===== config.mk =====
export PLATFORM = sky130hd
export DESIGN_NAME = bankers_safety_check
export DESIGN_NICKNAME = d
export VERILOG_FILES = /design/src/rtl/core/bsc_pkg.sv /design/src/rtl/core/bankers_safety_check.sv /design/src/rtl/core/bsc_datapath.sv /design/src/rtl/core/bsc_ctrl.sv
export VERILOG_INCLUDE_DIRS = /design/src /design/src/rtl/core
export SDC_FILE = /design/constraint.sdc
export NUM_CORES = 2
export LEC_CHECK = 0
export ABC_AREA = 1
export BUFFER_PORTS_ARGS = -buffer_cell sky130_fd_sc_hd__buf_2
export CORE_MARGIN = 2
export CORE_UTILIZATION = 45
export CTS_BUF_LIST = sky130_fd_sc_hd__clkbuf_8
export DETAILED_ROUTE_END_ITERATION = 6
export SETUP_SLACK_MARGIN = 0.5
export SYNTH_ARGS = -nofsm -noshare
export SYNTH_HDL_FRONTEND = slang
export SYNTH_SLANG_ARGS = --single-unit

===== constraint.sdc =====
create_clock -name clk_i -period 2.8 [get_ports clk_i]
set_input_delay 0.84 -clock clk_i [delete_from_list [all_inputs] [get_ports clk_i]]
set_output_delay 0.84 -clock clk_i [all_outputs]
set_load 0.02 [all_outputs]

===== src/rtl/core/assert_macros.svh =====
// Shared assertion macros.
`ifndef ASSERT_MACROS_SVH
`define ASSERT_MACROS_SVH

// Same-cycle implication, disabled during reset.
`define ASSERT_IMPLIES(label, clk, rst_n, ante, cons) \
  label: assert property (@(posedge clk) disable iff (!rst_n) (ante) |-> (cons)) \
    else $error("assertion failed");

// Next-cycle implication, disabled during reset.
`define ASSERT_NEXT(label, clk, rst_n, ante, cons) \
  label: assert property (@(posedge clk) disable iff (!rst_n) (ante) |=> (cons)) \
    else $error("assertion failed");

`endif


===== src/rtl/core/bsc_pkg.sv =====
package bsc_pkg;

  localparam int MAX_PROCS  = 16;
  localparam int MAX_RES    = 8;
  localparam int COUNT_BITS = 8;

  localparam int PROC_W  = $clog2(MAX_PROCS);
  localparam int RES_W   = $clog2(MAX_RES);
  localparam int ADDR_W  = PROC_W + RES_W;
  localparam int PCNT_W  = PROC_W + 1;
  localparam int ACC_W   = COUNT_BITS + PROC_W;
  localparam int AVAIL_W = ACC_W + 1;

  localparam int NRES_CFG_W  = 4;
  localparam int NPROC_CFG_W = 5;
  localparam int CFG_W       = 5;

  localparam logic [1:0] CMD_LOAD_TOTAL = 2'd0;
  localparam logic [1:0] CMD_LOAD_PROC  = 2'd1;
  localparam logic [1:0] CMD_CHECK      = 2'd2;

  localparam logic CFG_NUM_RES  = 1'b0;
  localparam logic CFG_NUM_PROC = 1'b1;

  typedef struct packed {
    logic [1:0]            cmd;
    logic [3:0]            proc_index;
    logic [2:0]            res_index;
    logic [COUNT_BITS-1:0] total_count;
    logic [COUNT_BITS-1:0] alloc_count;
    logic [COUNT_BITS-1:0] max_count;
  } in_t;

  typedef struct packed {
    logic [3:0] proc_id;
    logic       safe;
    logic       last;
  } out_t;

  typedef struct packed {
    logic ld_total;
    logic ld_proc;
    logic sum_init;
    logic sum_step;
    logic pend_init;
    logic pass_init;
    logic proc_load;
    logic fit_step;
    logic decide;
    logic rel_step;
    logic next_step;
    logic emit_unsafe;
    logic addr_proc;
  } ctl_t;

  typedef struct packed {
    logic sum_last;
    logic j_last;
    logic i_last;
    logic fits;
    logic progress;
    logic kept_zero;
  } sts_t;

endpackage


===== src/rtl/core/bankers_safety_check.sv =====
// Banker's algorithm safety check.
// Transactions enter on start/in_i while busy is low. Command LOAD_TOTAL
// writes a resource total, LOAD_PROC writes one allocation/claim pair;
// both leave busy low and give no result. CHECK raises busy and walks the
// stored matrices; busy stays high until the last result is produced.
// Results appear on result_o with out_strobe_o high for one cycle, in the
// cycle after they are found; the receiver cannot stall. A safe state
// gives every process in completion order, last set on the final one; an
// unsafe state gives the completed processes, then proc_id 0, safe 0, last 1.
// CHECK first sums each resource's allocations over the processes in use,
// then runs passes: each pending process gets a fit test against the
// availability and, if it fits, releases its allocation before advancing.
// Every matrix element is read through the single registered read port of
// the allocation/claim memory.
// Configuration writes (cfg_we_i) take effect at once; write only when idle.
// Reset returns to idle with both counts at one; the stores are undefined
// until loaded.
module bankers_safety_check import bsc_pkg::*; (
  input  logic             clk_i,
  input  logic             rst_ni,
  input  logic             start,
  output logic             busy,
  input  in_t              in_i,
  input  logic             cfg_we_i,
  input  logic [0:0]       cfg_index_i,
  input  logic [CFG_W-1:0] cfg_data_i,
  output logic             out_strobe_o,
  output out_t             result_o
);

  `include "assert_macros.svh"

  ctl_t ctl;
  sts_t sts;

  bsc_ctrl u_ctrl (
    .clk_i  (clk_i),
    .rst_ni (rst_ni),
    .start  (start),
    .cmd_i  (in_i.cmd),
    .sts_i  (sts),
    .ctl_o  (ctl),
    .busy   (busy)
  );

  bsc_datapath u_datapath (
    .clk_i        (clk_i),
    .rst_ni       (rst_ni),
    .in_i         (in_i),
    .cfg_we_i     (cfg_we_i),
    .cfg_index_i  (cfg_index_i),
    .cfg_data_i   (cfg_data_i),
    .ctl_i        (ctl),
    .sts_o        (sts),
    .out_strobe_o (out_strobe_o),
    .result_o     (result_o)
  );

  `ASSERT_IMPLIES(a_unsafe_is_last, clk_i, rst_ni, out_strobe_o && !result_o.safe, result_o.last)
  `ASSERT_IMPLIES(a_unsafe_id_zero, clk_i, rst_ni, out_strobe_o && !result_o.safe, result_o.proc_id == '0)
  `ASSERT_NEXT(a_check_goes_busy, clk_i, rst_ni, start && !busy && in_i.cmd == CMD_CHECK, busy)
  `ASSERT_NEXT(a_nothing_after_last, clk_i, rst_ni, out_strobe_o && result_o.last, !out_strobe_o)

endmodule


===== src/rtl/core/bsc_datapath.sv =====
module bsc_datapath import bsc_pkg::*; (
  input  logic             clk_i,
  input  logic             rst_ni,
  input  in_t              in_i,
  input  logic             cfg_we_i,
  input  logic [0:0]       cfg_index_i,
  input  logic [CFG_W-1:0] cfg_data_i,
  input  ctl_t             ctl_i,
  output sts_t             sts_o,
  output logic             out_strobe_o,
  output out_t             result_o
);

  logic [2*COUNT_BITS-1:0]   pair_mem [MAX_PROCS*MAX_RES];
  logic [2*COUNT_BITS-1:0]   rd_q;
  logic [COUNT_BITS-1:0]     total_q [MAX_RES];
  logic signed [AVAIL_W-1:0] avail_q [MAX_RES];
  logic [PROC_W-1:0]         pending_q [MAX_PROCS];

  logic [RES_W-1:0]  nr_last_q, nr_last_d;
  logic [PROC_W-1:0] np_last_q, np_last_d;
  logic [PROC_W-1:0] i_q, p_q;
  logic [RES_W-1:0]  j_q;
  logic [PCNT_W-1:0] kept_q, pcount_q;
  logic [ACC_W-1:0]  acc_q;
  logic              fits_q, progress_q, strobe_q;
  out_t              result_q, result_d;

  logic [ADDR_W-1:0]         rd_addr;
  logic [COUNT_BITS-1:0]     alloc_rd, claim_rd;
  logic [ACC_W-1:0]          acc_sum;
  logic signed [AVAIL_W-1:0] need, cur_avail;
  logic                      need_gt, emit, i_last, kept_zero;
  logic [NRES_CFG_W-1:0]     nr_raw;
  logic [NPROC_CFG_W-1:0]    np_raw;

  assign alloc_rd  = rd_q[2*COUNT_BITS-1:COUNT_BITS];
  assign claim_rd  = rd_q[COUNT_BITS-1:0];
  assign rd_addr   = ctl_i.addr_proc ? {p_q, j_q} : {i_q, j_q};
  assign acc_sum   = acc_q + {{PROC_W{1'b0}}, alloc_rd};
  assign cur_avail = avail_q[j_q];
  assign need      = $signed({{(AVAIL_W-COUNT_BITS){1'b0}}, claim_rd})
                   - $signed({{(AVAIL_W-COUNT_BITS){1'b0}}, alloc_rd});
  assign need_gt   = need > cur_avail;
  assign i_last    = ({1'b0, i_q} == (pcount_q - PCNT_W'(1)));
  assign kept_zero = (kept_q == '0);

  assign nr_raw = cfg_data_i[NRES_CFG_W-1:0];
  assign np_raw = cfg_data_i[NPROC_CFG_W-1:0];

  always_comb begin
    nr_last_d = nr_last_q;
    np_last_d = np_last_q;
    if (nr_raw == '0) begin
      nr_last_d = '0;
    end else if (nr_raw > NRES_CFG_W'(MAX_RES)) begin
      nr_last_d = RES_W'(MAX_RES - 1);
    end else begin
      nr_last_d = RES_W'(nr_raw - NRES_CFG_W'(1));
    end
    if (np_raw == '0) begin
      np_last_d = '0;
    end else if (np_raw > NPROC_CFG_W'(MAX_PROCS)) begin
      np_last_d = PROC_W'(MAX_PROCS - 1);
    end else begin
      np_last_d = PROC_W'(np_raw - NPROC_CFG_W'(1));
    end
  end

  always_ff @(posedge clk_i or negedge rst_ni) begin
    if (!rst_ni) begin
      nr_last_q <= '0;
      np_last_q <= '0;
    end else if (cfg_we_i) begin
      if (cfg_index_i == CFG_NUM_RES) begin
        nr_last_q <= nr_last_d;
      end else begin
        np_last_q <= np_last_d;
      end
    end
  end

  // allocation/claim pair memory, registered read
  always_ff @(posedge clk_i) begin
    if (ctl_i.ld_proc) begin
      pair_mem[{in_i.proc_index, in_i.res_index}] <= {in_i.alloc_count, in_i.max_count};
    end
    rd_q <= pair_mem[rd_addr];
  end

  always_ff @(posedge clk_i) begin
    if (ctl_i.ld_total) begin
      total_q[in_i.res_index] <= in_i.total_count;
    end
  end

  always_ff @(posedge clk_i) begin
    if (ctl_i.sum_init) begin
      i_q   <= '0;
      j_q   <= '0;
      acc_q <= '0;
    end
    if (ctl_i.sum_step) begin
      if (i_q == np_last_q) begin
        avail_q[j_q] <= $signed({{(AVAIL_W-COUNT_BITS){1'b0}}, total_q[j_q]})
                      - $signed({1'b0, acc_sum});
        acc_q <= '0;
        i_q   <= '0;
        j_q   <= j_q + RES_W'(1);
      end else begin
        acc_q <= acc_sum;
        i_q   <= i_q + PROC_W'(1);
      end
    end
    if (ctl_i.pend_init) begin
      for (int k = 0; k < MAX_PROCS; k++) begin
        pending_q[k] <= PROC_W'(k);
      end
      pcount_q <= {1'b0, np_last_q} + PCNT_W'(1);
    end
    if (ctl_i.pass_init) begin
      i_q        <= '0;
      kept_q     <= '0;
      progress_q <= 1'b0;
    end
    if (ctl_i.proc_load) begin
      p_q    <= pending_q[i_q];
      j_q    <= '0;
      fits_q <= 1'b1;
    end
    if (ctl_i.fit_step) begin
      if (need_gt) begin
        fits_q <= 1'b0;
      end
      j_q <= j_q + RES_W'(1);
    end
    if (ctl_i.decide) begin
      j_q <= '0;
      if (fits_q) begin
        progress_q <= 1'b1;
      end else begin
        pending_q[kept_q[PROC_W-1:0]] <= p_q;
        kept_q <= kept_q + PCNT_W'(1);
      end
    end
    if (ctl_i.rel_step) begin
      avail_q[j_q] <= cur_avail + $signed({{(AVAIL_W-COUNT_BITS){1'b0}}, alloc_rd});
      j_q <= j_q + RES_W'(1);
    end
    if (ctl_i.next_step) begin
      if (i_last) begin
        pcount_q <= kept_q;
      end else begin
        i_q <= i_q + PROC_W'(1);
      end
    end
  end

  assign emit = (ctl_i.decide && fits_q) || ctl_i.emit_unsafe;

  always_comb begin
    if (ctl_i.emit_unsafe) begin
      result_d.proc_id = '0;
      result_d.safe    = 1'b0;
      result_d.last    = 1'b1;
    end else begin
      result_d.proc_id = p_q;
      result_d.safe    = 1'b1;
      result_d.last    = i_last && kept_zero;
    end
  end

  always_ff @(posedge clk_i or negedge rst_ni) begin
    if (!rst_ni) begin
      strobe_q <= 1'b0;
    end else begin
      strobe_q <= emit;
    end
  end

  always_ff @(posedge clk_i) begin
    if (emit) begin
      result_q <= result_d;
    end
  end

  assign out_strobe_o = strobe_q;
  assign result_o     = result_q;

  assign sts_o.sum_last  = (i_q == np_last_q);
  assign sts_o.j_last    = (j_q == nr_last_q);
  assign sts_o.i_last    = i_last;
  assign sts_o.fits      = fits_q;
  assign sts_o.progress  = progress_q;
  assign sts_o.kept_zero = kept_zero;

endmodule


===== src/rtl/core/bsc_ctrl.sv =====
module bsc_ctrl import bsc_pkg::*; (
  input  logic       clk_i,
  input  logic       rst_ni,
  input  logic       start,
  input  logic [1:0] cmd_i,
  input  sts_t       sts_i,
  output ctl_t       ctl_o,
  output logic       busy
);

  localparam logic [3:0] S_IDLE       = 4'd0;
  localparam logic [3:0] S_SUM_RD     = 4'd1;
  localparam logic [3:0] S_SUM_ACC    = 4'd2;
  localparam logic [3:0] S_PASS_START = 4'd3;
  localparam logic [3:0] S_PROC_START = 4'd4;
  localparam logic [3:0] S_FIT_RD     = 4'd5;
  localparam logic [3:0] S_FIT_CMP    = 4'd6;
  localparam logic [3:0] S_DECIDE     = 4'd7;
  localparam logic [3:0] S_REL_RD     = 4'd8;
  localparam logic [3:0] S_REL_ADD    = 4'd9;
  localparam logic [3:0] S_NEXT       = 4'd10;

  logic [3:0] state_q, state_d;

  always_comb begin
    state_d = state_q;
    ctl_o   = '0;
    case (state_q)
      S_IDLE: begin
        if (start) begin
          case (cmd_i)
            CMD_LOAD_TOTAL: ctl_o.ld_total = 1'b1;
            CMD_LOAD_PROC:  ctl_o.ld_proc  = 1'b1;
            CMD_CHECK: begin
              ctl_o.sum_init = 1'b1;
              state_d        = S_SUM_RD;
            end
            default: ;
          endcase
        end
      end
      S_SUM_RD: state_d = S_SUM_ACC;
      S_SUM_ACC: begin
        ctl_o.sum_step = 1'b1;
        if (sts_i.sum_last && sts_i.j_last) begin
          ctl_o.pend_init = 1'b1;
          state_d         = S_PASS_START;
        end else begin
          state_d = S_SUM_RD;
        end
      end
      S_PASS_START: begin
        ctl_o.pass_init = 1'b1;
        state_d         = S_PROC_START;
      end
      S_PROC_START: begin
        ctl_o.proc_load = 1'b1;
        state_d         = S_FIT_RD;
      end
      S_FIT_RD: begin
        ctl_o.addr_proc = 1'b1;
        state_d         = S_FIT_CMP;
      end
      S_FIT_CMP: begin
        ctl_o.fit_step = 1'b1;
        state_d        = sts_i.j_last ? S_DECIDE : S_FIT_RD;
      end
      S_DECIDE: begin
        ctl_o.decide = 1'b1;
        state_d      = sts_i.fits ? S_REL_RD : S_NEXT;
      end
      S_REL_RD: begin
        ctl_o.addr_proc = 1'b1;
        state_d         = S_REL_ADD;
      end
      S_REL_ADD: begin
        ctl_o.rel_step = 1'b1;
        state_d        = sts_i.j_last ? S_NEXT : S_REL_RD;
      end
      S_NEXT: begin
        ctl_o.next_step = 1'b1;
        if (sts_i.i_last) begin
          if (!sts_i.progress) begin
            ctl_o.emit_unsafe = 1'b1;
            state_d           = S_IDLE;
          end else if (sts_i.kept_zero) begin
            state_d = S_IDLE;
          end else begin
            state_d = S_PASS_START;
          end
        end else begin
          state_d = S_PROC_START;
        end
      end
      default: state_d = S_IDLE;
    endcase
  end

  always_ff @(posedge clk_i or negedge rst_ni) begin
    if (!rst_ni) begin
      state_q <= S_IDLE;
    end else begin
      state_q <= state_d;
    end
  end

  assign busy = (state_q != S_IDLE);

endmodule


; ---- After elaboration in Yosys (flattened, before gate mapping)
; Memories as Yosys holds them, arrays and structs flattened. A register that Yosys moved wholly into a read port is not among the register bits.
; Cells that the tools add are included.
; Widths: inputs -> output; s select.
[totals]
reg_bits = 49
latchBits = 0
mem_bits_rw = 2280
romBits = 0
input_bits = 43
out_inout_bits = 8
mem_count = 4
[memory_table]
columns = memory, depth, word_bits, rd, rd_clocked_by_memory_dff, wr, line
row1 = u_datapath.pair_mem, 128, 16, 1, 1, 1, bsc_datapath.sv:14  ; logic [2*COUNT_BITS-1:0] pair_mem [MAX_PROCS*MAX_RES];
row2 = u_datapath.avail_q, 8, 13, 1, 1, 1, bsc_datapath.sv:17  ; logic signed [AVAIL_W-1:0] avail_q [MAX_RES];
row3 = u_datapath.pending_q, 16, 4, 1, 1, 16, bsc_datapath.sv:18  ; logic [PROC_W-1:0] pending_q [MAX_PROCS];
row4 = u_datapath.total_q, 8, 8, 1, 1, 1, bsc_datapath.sv:16  ; logic [COUNT_BITS-1:0] total_q [MAX_RES];
[op_classes]
addsub = 11
n_mul = 0
div_mod_pow = 0
order_cmp = 3
eq_ne = 17
shifts = 0
mux = 78
n_bitwise = 2
reduce_logical = 16
[op_table]
columns = operator, n
row1 = $mux 4, 14
row2 = $pmux 4 s11, 1
row3 = $mux 12, 3
row4 = $mux 1, 33
row5 = $mux 3, 11
row6 = $mux 5, 6
row7 = $eq 4x3->1 const B, 4
row8 = $mux 2, 8
row9 = $add 13x9->13, 1
row10 = $gt 13x13->1, 1
row11 = $mux 13, 1
row12 = $sub 8x12->13, 1
row13 = $add 12x8->12, 1
row14 = $eq 4x4->1 const B, 3
row15 = $logic_not 5->1, 2
row16 = $sub 8x8->9, 1
row17 = $eq 4x2->1 const B, 2
row18 = $logic_not 4->1, 2
row19 = $mux 7, 1
row20 = $reduce_and 2->1, 3
row21 = $add 4x1->5 const B, 1
row22 = $add 5x1->5 const B, 1
row23 = $eq 4x5->1, 1
row24 = $gt 5x5->1 const B, 1
row25 = other kinds (21), 24

; ---- Logic depth before layout (Yosys ltp)
[logic_depth]
depth_word = 11
depth_mapped = 24
depth_no_buf = 22

; ---- Hierarchy
; From an unflattened synthesis, not the netlist that was laid out.
[hier_totals]
hier_cells = 8683
area_unflattened_um2 = 97349.6
[by_module_without_submodules]
columns = module, n_inst, cells_each, area_each_um2
row1 = bsc_datapath, 1, 8615, 96964.2
row2 = bsc_ctrl, 1, 68, 385.4

; ---- Worst setup path before layout
; Ideal clock, no wire load.
[synth_timing]
path_kind = register -> register
startpoint = reg, netlist name u_datapath.j_q[1]
endpoint = mem u_datapath.avail_q[0][8] (netlist name) (data pin)
setup_time_ns = 0.206
arrival_ns = 2.877
setup_slack_ns = -0.282
path_stages_with_launch = 20
n_path_buf = 3
period_less_slack_ns = 3.082
cell_sequence = dfxtp_1 buf_4 nor2_1 nand2_2 inv_2 buf_4 buf_4 a221oi_1 nand2_1 inv_1 ha_1 inv_1 fa_1 nand3_1 nand2_1 a21oi_1 inv_1 o21ai_0 nor2_1 nor2_1
[synth_rtl]
columns = element, line
row1 = "end, declared", bsc_datapath.sv:17

==> flow_summary.json <==
{
  "viasPerCell": 5.503,
  "grt.total_usage_pct": 28.47,
  "synth_common_cells": "4,957 x nand2_1, 2,302 x edfxtp_1, 535 x nand3_1, 339 x nor2_1, 299 x buf_2",
  "rows": 172,
  "fin_skew_ns": 0.05625,
  "wl_met1_mm": 133.7,
  "synth_area_per_cell_um2": 10.58,
  "power_density_nw_per_um2": 1005,
  "wl_met3_mm": 31.01,
  "die_w_um": 474.4,
  "power.leakage_nw": 49.77,
  "first_pass_iters": 6,
  "gp_congestion": 0.8877,
  "highest_layer": "met4",
  "coreArea_um2": 219700,
  "relSlewSlack_pct": 32.97,
  "dpl.hpwl_mm": 170.8,
  "wl_per_cell_um": 24.39,
  "yosys_warnings": 0,
  "timing.final.ws_setup_ns": -0.1714,
  "end_kind": "register",
  "maxSlewViolCount": 0,
  "whs_ns": 0.07655,
  "fp.dieH_um": 474.4,
  "worst-setup-path-type": "register to register",
  "synth-edff-count": 2302,
  "rsz0062_at_grt": "yes",
  "fin_crit_ns": 2.971,
  "syn_inst": 9414,
  "io_pins": 51,
  "status": "finished, violations left",
  "synth_seq_area_share_pct": 70.43,
  "nNetsFinal": 10340,
  "async_reset_ff_share_pct": 0.5109,
  "vdd_drop_max_v": 0.001113,
  "remaining_drc_errors": 0,
  "finalHoldViolations": 0,
  "antenna_found_initial": 12,
  "clk_latency_ns": 1.09,
  "layout-drive-gt1-share_pct": 19.65,
  "hp-class": "primary input to register",
  "detailedPlace.worstSlack_ns": -0.4565,
  "fin_util_pct": 56.93,
  "die-area_um2": 225000,
  "cts.sinks": 2349,
  "period_share_pct": 106.1,
  "synth_top_area_share_pct": 69.43,
  "grt_max_degree": 137,
  "wirelength_mm": 329.0,
  "synth_cell_types": 49,
  "synthTopCellsByArea": "edfxtp_1 69%, nand2_1 19%, nand3_1 2.7%, buf_2 1.5%, nor2_1 1.3%",
  "critPathMaxFanout": 8,
  "critPathLaunchType": "register",
  "clkTransAtPathRegs_ns": 0.06,
  "grt_pass1_wl_mm": 471.8,
  "area_delta_synth_final_pct": 25.62,
  "start_util_pct": 45.32,
  "yosysMostFrequentCell": "nand2_1",
  "synth_fp_nets": 9516,
  "yosys_register_bits": 2349,
  "failed_checks": "setup timing",
  "crit_required_ns": 3.61,
  "tightest_slew_ns": 1.005,
  "arrival_ns": 3.78,
  "htreeDepth": 5,
  "num_vias": 74240,
  "maxCapViolations": 0,
  "port_buffers": 50,
  "synth_top_area_cell": "edfxtp_1",
  "clock-root-buffer": "clkbuf_8",
  "max_freq_mhz": 336.5,
  "ant_nets": 0,
  "synth_area_um2": 99570,
  "grt_remaining_overflow": 0,
  "cts_tree": "yes",
  "finalSetupViolCount": 65,
  "clockBufferDepth": 4,
  "drtIter0Drc": 9247,
  "grt_pass1_vias": 69940,
  "yosys_most_used_dff": "edfxtp_1",
  "fin_setup_tns_ns": -7.641,
  "cts_made_buffers": 396,
  "wl_met2_mm": 151.7
}
-- path summary, 6_finish.rpt --
path                                         startpoint                                  end  slack (ns)  cells after the start
max                           u_datapath.j_q[0]$_DFF_P_  u_datapath.avail_q[6][10]$_DFFE_PP_       -0.17                     15
min                                            in_i[17]   u_datapath.total_q[0][1]$_DFFE_PP_        0.08                      1
max reg2reg                   u_datapath.j_q[0]$_DFF_P_  u_datapath.avail_q[6][10]$_DFFE_PP_       -0.17                     15
min reg2reg                u_datapath.kept_q[4]$_DFF_P_         u_datapath.kept_q[4]$_DFF_P_        0.46                      1
max in group asynchronous                        rst_ni        u_ctrl.state_q[1]$_DFFE_PN0P_        2.31                      2
min in group asynchronous                        rst_ni        u_ctrl.state_q[2]$_DFFE_PN0P_        0.19                      2
-- cell type report --
| type | instances | area, um2 |
|---|---|---|
| fill | 17770 | 94640 |
| sequential | 2349 | 70150 |
| multi-input combinational | 6402 | 30540 |
| timing repair buffer | 898 | 12920 |
| clock buffer | 406 | 5588 |
| tap | 2958 | 3701 |
| clock inverter | 287 | 1351 |
| inverter | 184 | 797.0 |
| timing repair inverter | 3 | 26.28 |
| antenna | 4 | 10.01 |
-- placed cells by master (no fill, tap or decap), types with 126 or more instances in the layout --
| cell type | n |
|---|---|
| nor2_1 | 277 |
| edfxtp_1 | 2302 |
| nand3_1 | 234 |
| a21oi_1 | 126 |
| nand2_2 | 137 |
| buf_12 | 235 |
| clkbuf_8 | 406 |
| nand2_1 | 4791 |
| buf_4 | 362 |
| nand3_2 | 214 |
| inv_1 | 279 |
-- flip-flops by register name (all words and copies together) (netlist names), 3 cells and up --
| name | cells |
|---|---|
| u_datapath.i_q | 4 |
| u_datapath.acc_q | 12 |
| u_datapath.j_q | 3 |
| u_ctrl.state_q | 4 |
| u_datapath.pending_q | 64 |
| u_datapath.result_o | 6 |
| u_datapath.pcount_q | 5 |
| u_datapath.avail_q | 104 |
| u_datapath.rd_q | 16 |
| u_datapath.pair_mem | 2048 |
| u_datapath.total_q | 64 |
| u_datapath.nr_last_q | 3 |
| u_datapath.kept_q | 5 |
| u_datapath.p_q | 4 |
| u_datapath.np_last_q | 4 |
-- per-layer routing --
layer	up-vias	GRT usage, %
met1	36270	40.19
met4	0	10.52
li1	33260	-
met3	664	3.906
met2	4047	45.02
met5	-	0
-- worst max-delay path: stages (launching register included) --
cell and delay [ns]:
dfxtp_4 0.41, buf_4 0.16, nand2_4 0.11, inv_4 0.09, buf_4 0.17, a22o_1 0.20, inv_1 0.05, nand4_1 0.23
ha_4 0.35, a21oi_2 0.25, o21ai_2 0.11, a21oi_4 0.17, nor2_2 0.07, xor2_1 0.14, nand2_1 0.10, nand2_4 0.09
-- metrics by stage --
stage               area (um2)  power (mW)  instances
global placement        108300       79.44      12460
CTS                     122300       119.7      13410
finish                  125100       125.8      13490
floorplan               100200       62.63       9414
detailed placement      108300       79.78      12460
global route            125100       130.5      13490
-- power by group --
group / internal, mW / total [mW] / switching [mW]
Sequential: 40.5 / 40.9 / 0.387
Clock: 14.0 / 27.8 / 13.8
Combinational: 21.9 / 57.1 / 35.2
-- cell families (layout without fill, tap and decap cells) --
logic type | Yosys count | after routing | synth area share (%)
compound gates | 407 | 407 | 2.325
xor+xnor | 35 | 35 | 0.3079
simple gates | 5899 | 5901 | 23.09
buf+inv | 665 | 1778 | 3.074
other cells | 0 | 4 | 0
fa+ha+maj | 59 | 59 | 0.7716
flops | 2349 | 2349 | 70.43
-- timing repair --
action | CTS | global route
gates resized for setup | 695 | 380
setup endpoints to repair | 2180 | 1157
gates cloned | 82 | 28
endpoints found under the hold margin | 42 | 0
setup buffers | 170 | 48
hold buffers | 7 | 0
pin swaps | 172 | 245
(Power assumes the default switching activity.)
